**src/hdl/hrss_pkg.sv**
```systemverilog
// Package for the health ranked source selector: beat types, sizes, codes.
// No dependencies.
`default_nettype none
package hrss_pkg;
  localparam int SOURCES    = 8;
  localparam int WINDOW_MAX = 64;
  localparam int SRC_W      = $clog2(SOURCES);
  localparam int SLOT_W     = $clog2(WINDOW_MAX);
  localparam int FILL_W     = $clog2(WINDOW_MAX + 1);
  localparam int TOT_W      = FILL_W + 16;
  localparam int ADDR_W     = SRC_W + SLOT_W;
  localparam int DEPTH      = SOURCES * WINDOW_MAX;
  localparam int CFG_IDX_W  = 3;
  localparam int CFG_DATA_W = 64;
  localparam logic [16:0] NO_LATENCY = 17'd100000;

  typedef enum logic [CFG_IDX_W-1:0] {
    REG_ENABLE   = 3'd0,
    REG_PRIORITY = 3'd1,
    REG_WEIGHT   = 3'd2,
    REG_RATE     = 3'd3,
    REG_LATENCY  = 3'd4,
    REG_WINDOW   = 3'd5,
    REG_AUTO     = 3'd6,
    REG_PREFER   = 3'd7
  } cfg_reg_t;

  localparam logic OP_SELECT = 1'b0;
  localparam logic OP_RECORD = 1'b1;

  typedef struct packed {
    logic        opcode;
    logic [2:0]  source_index;
    logic        success;
    logic [15:0] latency_ms;
    logic        promote;
  } in_beat_t;

  typedef struct packed {
    logic [2:0] chosen_source;
    logic       chosen_valid;
    logic       switched;
    logic       unhealthy;
    logic [2:0] active_source;
  } out_beat_t;

  typedef enum logic [3:0] {
    ST_IDLE,
    ST_PUSH,
    ST_DROP_RD,
    ST_DROP_WAIT,
    ST_DROP_UPD,
    ST_HEALTH,
    ST_DIV,
    ST_SCAN,
    ST_DECIDE,
    ST_OUT
  } state_t;

  typedef struct packed {
    logic             start;
    logic [TOT_W-1:0] dividend;
    logic [FILL_W-1:0] divisor;
  } div_req_t;
endpackage
`default_nettype wire

```
**src/hdl/hrss_div.sv**
```systemverilog
// Restoring divider, one quotient bit a cycle, for average latency.
// Depends on hrss_pkg.
`default_nettype none
module hrss_div (
  input  wire logic                         clk,
  input  wire logic                         rst_n,
  input  wire hrss_pkg::div_req_t           req,
  output logic                              busy,
  output logic [hrss_pkg::TOT_W-1:0]        quot
);
  localparam int CW = $clog2(hrss_pkg::TOT_W + 1);
  logic [hrss_pkg::TOT_W-1:0]  q_r, q_nxt;
  logic [hrss_pkg::FILL_W:0]   rem_r, rem_nxt;
  logic [hrss_pkg::FILL_W-1:0] d_r, d_nxt;
  logic [CW-1:0]               cnt_r, cnt_nxt;
  logic [hrss_pkg::FILL_W:0]   sh;

  always_comb begin
    q_nxt = q_r;
    rem_nxt = rem_r;
    d_nxt = d_r;
    cnt_nxt = cnt_r;
    sh = '0;
    if (req.start) begin
      q_nxt = req.dividend;
      rem_nxt = '0;
      d_nxt = req.divisor;
      cnt_nxt = CW'(hrss_pkg::TOT_W);
    end else if (cnt_r != '0) begin
      sh = {rem_r[hrss_pkg::FILL_W-1:0], q_r[hrss_pkg::TOT_W-1]};
      q_nxt = {q_r[hrss_pkg::TOT_W-2:0], 1'b0};
      if (sh >= {1'b0, d_r}) begin
        sh = sh - {1'b0, d_r};
        q_nxt[0] = 1'b1;
      end
      rem_nxt = sh;
      cnt_nxt = cnt_r - CW'(1);
    end
  end

  always_ff @(posedge clk) begin
    if (!rst_n) begin
      cnt_r <= '0;
    end else begin
      cnt_r <= cnt_nxt;
    end
    q_r <= q_nxt;
    rem_r <= rem_nxt;
    d_r <= d_nxt;
  end

  assign busy = (cnt_r != '0) || req.start;
  assign quot = q_r;
endmodule
`default_nettype wire

```
**config.mk**
```make
export PLATFORM = sky130hd
export DESIGN_NAME = hrss_div
export DESIGN_NICKNAME = d
export VERILOG_FILES = /design/src/hdl/hrss_pkg.sv /design/src/hdl/hrss_div.sv
export SDC_FILE = /design/constraint.sdc
export NUM_CORES = 1
export LEC_CHECK = 0
export BUFFER_PORTS_ARGS = -buffer_cell sky130_fd_sc_hd__clkbuf_2
export CAP_MARGIN = 20
export CORE_UTILIZATION = 40
export DETAILED_ROUTE_END_ITERATION = 12
export PLACE_DENSITY = 0.68
export SETUP_SLACK_MARGIN = 0.15
export SLEW_MARGIN = 20
export SYNTH_ARGS = -nofsm -noshare
export SYNTH_HDL_FRONTEND = slang
export SYNTH_SLANG_ARGS = --single-unit
```
**constraint.sdc**
```tcl
create_clock -name clk -period 4.5 [get_ports clk]
set_input_delay 0.9 -clock clk [delete_from_list [all_inputs] [get_ports clk]]
set_output_delay 0.9 -clock clk [all_outputs]
set_load 0.02 [all_outputs]
```
==> impl_metrics.csv, run 1 <==
group,metric,value,unit
status,status,"finished clean",
critical_path,cp-startpoint,"cnt_r[0]",
critical_path,worstPathMaxFanout,24,
power,cellPowerDensity,501.2,mW/mm²
power,p_leak,1.083,nW
clocking,clkLatencyLatePin,0.30,ns
yosys,yosysSeqAreaShare,54.55,%
grt,top_usage_layer,"met2",
drt,drt_iter0_drc,63,
drt,viasPerCell,4.969,
timing,hold_violations,0,
die,start_util,42.87,%
critical_path,worstSetupPathType,"reg2out",
timing,setup_tns,0,ns
timing,setup_slack,1.254,ns
yosys,yosysWarnings,0,
timing,slew_violations,0,
yosys,synth.largest_area_cell,"edfxtp_1",
critical_path,start_kind,"register",
drt,route.detailed.drc,0,
critical_path,reg2reg_from,"quot[22]",
critical_path,end_kind,"output pin",
drt,vias,1466,
clocking,cts_root_buffer,"clkbuf_8",
placed_design,io_buffers,56,
timing,fin_worst_skew,0.005352,ns
grt,grt_pass1_vias,1398,
layout,area_growth,20.51,%
grt,grt_max_degree,47,
yosys,netlist_top_cells_count,"edfxtp_1 (30), mux2_2 (22), nor2_1 (15), inv_1 (13), dfxtp_1 (12)",
layout,final_cells,295,
yosys,synthCells,169,
drt,firstDrtPassIters,4,
timing,clock.fmax,308.0,MHz
timing,finalCriticalPeriod,3.246,ns
timing,slew_headroom,48.05,%
yosys,yosys.area.top_type_share,43.06,%
power,fin_total_pwr,1.264,mW
clocking,cts_inserted_buffers,5,
yosys,async_reset_ff_share,0,%
timing,worstMarginPinSlew,0.7750,ns
drt,ant_nets,0,
layout,drive_gt1_share,40.35,%
yosys,ys_ff_latch,42,
layout,design_area,0.002521,mm²
worst_hold_path,holdCritStartpoint,"rem_r[6]",
die,dieArea,0.005523,mm²
clocking,cts_buffer_depth,2,
yosys,postSynthAreaPerCell,12.38,µm²
clocking,ctsHoldBuffers,0,
yosys,synth.area.top_cells,"edfxtp_1 (43%), mux2_2 (12%), dfxtp_1 (11%), ha_1 (4.8%), mux2i_1 (3.3%)",
yosys,synth_nets,211,
critical_path,worst_path_largest_cell_delay,0.71,ns
die,fp.coreArea,0.004880,mm²
yosys,synth_edf_count,30,
layout,antenna_cells,0,
layout,final_core_util,51.67,%
yosys,synthDistinctLibCells,40,
power,vdd_drop_max,220.8,µV
yosys,synth_most_common_cell,"edfxtp_1",
grt,antenna_found_initial,0,
grt,met3_usage,5.149,%
clocking,postCtsSetupBuffers,0,
timing,hold_ws,0.5025,ns
die,num_rows,25,
critical_path,crit_arrival,2.35,ns
timing,timing.final.crit_share,72.14,%
clocking,cts_htree_levels,2,
grt,grt_first_pass_wirelength,6.141,mm
run,maxCapViolCount,0,
die,io_pins,57,
worst_hold_path,hold_class,"reg2reg",
die,die_w,74.32,µm
placed_design,gp_congestion,0.7323,
critical_path,crit_chain,"inv_1 > ha_1 > nand3b_1 > or2_2 > clkbuf_2",
yosys,synth_flop_cell,"edfxtp_1",
drt,wirelength,3.833,mm
yosys,netlist_area,0.002092,mm²
clocking,cts_sinks,42,
die,die_h,74.32,µm
timing,setup_viol,0,
placed_design,dpl.cell_count,287,
critical_path,slowest_stage,"or2_2",
grt,grt_usage,15.24,%
grt,use_met1,19.72,%
timing,grt_setup_unrepaired,"false",
critical_path,cp.required,3.60,ns
placed_design,pre_cts_slack,1.570,ns
drt,routedWlPerCell,12.99,µm
placed_design,hpwlAfterDp,2.745,mm
grt,grt-ovfl-total,0,
clocking,cts_tree,"done",
layout,fin_nets,269,
clocking,clk_pin_slew,0.08,ns
grt,grt_use_met2,23.23,%
placed_design,post_dp_cell_area,0.002431,mm²
clocking,ctsResizeCount,0,
-- critical path: cells and delay by family, from the launching register on --
kind	cells	cell delay, ns
AND/OR/NAND/NOR	2	1.16
flip-flops	1	0.31
adder cells (fa/ha/maj)	1	0.22
buffers and inverters	2	0.34
-- final cells by class --
type                       count  area (µm²)
fill                         464        2359
sequential                    42        1141
multi-input combinational    108       869.6
timing repair buffer          57       287.8
tap                           67       83.83
clock buffer                   5       68.82
inverter                      13       48.80
clock inverter                 3       21.27
-- cells by family (layout without fill, tap and decap cells) --
group                      Yosys count  count (layout)  share of synthesized area [%]
DFF                                 42              42                          54.55
and+or+nand+nor                     41              41                          10.35
adders and majority gates            9               9                          5.742
muxes                               29              29                          15.19
xor gates and xnor gates             5               5                          2.094
buffers and inverters               19              78                          3.888
AOI/OAI and AO/OA                   24              24                          8.194
-- cells in the final DEF, fill, tap and decap left out, types with 3 or more instances in the layout --
cell and n:
mux2_2 22, edfxtp_1 30, a21oi_1 7, inv_1 13, dfxtp_1 12, nand2_1 5
ha_1 8, nor2_1 15, mux2i_1 7, a211oi_1 3, nor3_1 5, clkbuf_8 5
clkbuf_2 56, o21a_1 3, xnor2_1 3
-- report_power, final --
group          internal [mW]  total [mW]  switching (mW)  leakage, nW
logic                  0.205       0.473           0.268        0.629
clock network          0.109       0.243           0.134       0.0441
registers              0.499       0.548          0.0483        0.409
-- layer usage --
layer	wire, µm	part of all wire [%]
met3	225	5.9
met1	1782	46
met5	0	0
met4	72	1.9
met2	1752	46
-- flip-flops by register name, indices dropped and copies added, names as in the netlist --
| register | count |
|---|---|
| rem_r | 7 |
| cnt_r | 5 |
| quot | 23 |
| d_r | 7 |
-- worst paths after layout --
| kind | endpoint | slack, ns | depth (start not counted) |
|---|---|---|---|
| setup / recovery | busy | 1.25 | 5 |
| hold / removal | rem_r[6] | 0.50 | 2 |
| setup reg to reg | rem_r[0] | 2.23 | 8 |
| hold reg to reg | rem_r[6] | 0.50 | 2 |
Note: power is estimated with default switching activity, not from simulation.
==> inputs of run 2 (changes only) <==
Settings changed: ABC_AREA set to 1, PLACE_DENSITY 0.68 to 0.67.
Clock period 4.5 ns to 3.2 ns, I/O delays scaled along.
==> impl_metrics.csv, run 2 <==
group,metric,value,unit
run,maxCapViolCount,0,
timing,setup_viol,0,
grt,grt_usage,16.76,%
layout,largest_reg_flops,23,
layout,final_common_cell,"nand2_1",
clocking,cts_root_buffer,"clkbuf_8",
die,die_h,75.03,µm
die,io_pins,57,
yosys,netlist_top_cells_count,"nand2_1 (110), edfxtp_1 (30), inv_1 (27), nand3_1 (17), dfxtp_1 (12)",
clocking,cts_buffer_depth,2,
placed_design,hpwlAfterDp,3.186,mm
layout,area_growth,20.76,%
drt,firstDrtPassIters,4,
grt,grt-ovfl-total,0,
status,status,"finished clean",
drt,wirelength,4.221,mm
yosys,postSynthAreaPerCell,8.533,µm²
timing,timing.final.crit_share,74.05,%
power,vdd_drop_max,368.9,µV
grt,grt_pass1_vias,1649,
drt,routedWlPerCell,11.08,µm
drt,drt_iter0_drc,65,
drt,dr_wl_met2,1.962,mm
yosys,yosys.area.top_type_share,42.23,%
timing,setup_slack,0.8305,ns
yosys,synth.area.top_cells,"edfxtp_1 (42%), nand2_1 (19%), dfxtp_1 (11%), inv_1 (4.8%), ha_1 (4.7%)",
critical_path,rr_worst_depth,10,
critical_path,worstPathMaxFanout,9,
die,start_util,41.77,%
worst_hold_path,worstHoldPathCells,2,
timing,clock.fmax,422.0,MHz
critical_path,end_kind,"output pin",
clocking,ctsHoldBuffers,0,
timing,fin_worst_skew,0.007801,ns
die,dieArea,0.005630,mm²
drt,viasPerCell,4.659,
grt,antenna_found_initial,0,
grt,grt_max_degree,27,
drt,dr_wl_met3,244,µm
yosys,yosysSeqAreaShare,53.49,%
timing,grt_setup_unrepaired,"false",
timing,slew_violations,0,
layout,final_cell_mix,"nand2_1 (110), clkbuf_2 (56), edfxtp_1 (30)",
placed_design,io_buffers,56,
drt,route.detailed.drc,0,
drt,met1Wirelength,1.972,mm
drt,ant_nets,0,
clocking,cts_tree,"done",
placed_design,gp_congestion,0.7984,
yosys,synthDistinctLibCells,26,
layout,drive_gt1_share,22.83,%
worst_hold_path,hold_class,"reg2reg",
drt,top_layer_used,"met4",
critical_path,start_kind,"register",
critical_path,crit_arrival,1.73,ns
timing,slew_headroom,51.43,%
critical_path,cp.required,2.56,ns
grt,grt_first_pass_wirelength,7.093,mm
die,num_rows,26,
clocking,ctsResizeCount,0,
yosys,netlist_area,0.002133,mm²
timing,hold_violations,0,
layout,antenna_cells,0,
yosys,async_reset_ff_share,0,%
power,cellPowerDensity,701.2,mW/mm²
yosys,synthCells,250,
clocking,cts_inserted_buffers,5,
placed_design,pre_cts_slack,0.9908,ns
die,fp.coreArea,0.005107,mm²
yosys,synth_nets,292,
power,p_leak,1.328,nW
yosys,synth_most_common_cell,"nand2_1",
critical_path,worstSetupPathType,"reg2out",
timing,finalCriticalPeriod,2.369,ns
clocking,clkLatencyLatePin,0.29,ns
timing,setup_tns,0,ns
yosys,yosysWarnings,0,
timing,worstMarginPinSlew,0.7240,ns
layout,fin_nets,352,
yosys,ys_ff_latch,42,
yosys,synth_flop_cell,"edfxtp_1",
die,die_w,75.03,µm
clocking,clk_pin_slew,0.07,ns
clocking,cts_sinks,42,
clocking,cts_htree_levels,2,
clocking,postCtsSetupBuffers,0,
yosys,synth_edf_count,30,
drt,vias,1775,
yosys,synth.largest_area_cell,"edfxtp_1",
==> run 2: changes by cell type in the layout (fill, tap and decap cells not counted), sizes merged, moves of 4 or more <==
cell / previous run / this run
mux2i: 7 / 0
inv: 13 / 28
a211oi: 4 / 0
nor3: 6 / 0
mux2: 22 / 0
nand3: 2 / 18
nand2: 5 / 112
==> run 2: final timing paths <==
path / from / to / slack, ns
worst max-delay path: cnt_r[0] / busy / 0.83
worst min-delay path: cnt_r[4] / cnt_r[4] / 0.46
worst max register to register: quot[22] / quot[0] / 1.21
worst min register to register: cnt_r[4] / cnt_r[4] / 0.46
==> run 2: per-stage QoR <==
step	area, µm²	util, %	instances	hold slack (ns)	total power, mW
final	2576	50.44	381	0.4605	1.806
after global routing	2576	50.44	381	0.4971	1.952
after CTS	2576	50.44	381	0.4639	1.822
after detailed placement	2496	48.87	373	0.4523	1.495
after global placement	2496	48.87	373	0.4521	1.485
after floorplan	2133	-	250	0.4378	1.311
==> run 2: report_power, final <==
part | internal (mW) | total, mW | switching (mW)
combinational | 0.276 | 0.725 | 0.450
sequential | 0.695 | 0.760 | 0.0643
clock | 0.155 | 0.322 | 0.167
total | 1.13 | 1.81 | 0.680
==> run 2: layout make-up <==
class / count / area (µm²)
fillers: 482 / 2531
flip-flops and latches: 42 / 1141
multi-input cells: 174 / 863.3
repair buffers: 58 / 295.3
inverters: 29 / 108.9
well taps: 70 / 87.58
clock buffers: 8 / 80.08
==> run 2: per-layer routing <==
metal	vias to the layer above	track usage (%)
li1	915	-
met1	808	21.63
met2	47	28.03
met3	5	4.418
met4	0	4.403
met5	-	0
==> run 2: critical path, stage by stage, from the launching register on <==
cell and delay [ns]:
dfxtp_1 0.30, inv_1 0.10, ha_1 0.21, nand3_1 0.11, or2_4 0.27, nor2_4 0.21
inv_1 0.08, clkbuf_2 0.17
==> run 2: cells by family (layout without fill, tap and decap cells) <==
family / count (synthesis) / count (layout) / synth area share [%]
flip-flops: 42 / 42 / 53.49
AO/OA/AOI/OAI: 11 / 11 / 3.344
buffers and inverters: 34 / 95 / 6.040
XOR/XNOR: 3 / 3 / 1.232
adder cells (fa/ha/maj): 9 / 9 / 5.631
AND/OR/NAND/NOR: 151 / 151 / 30.26
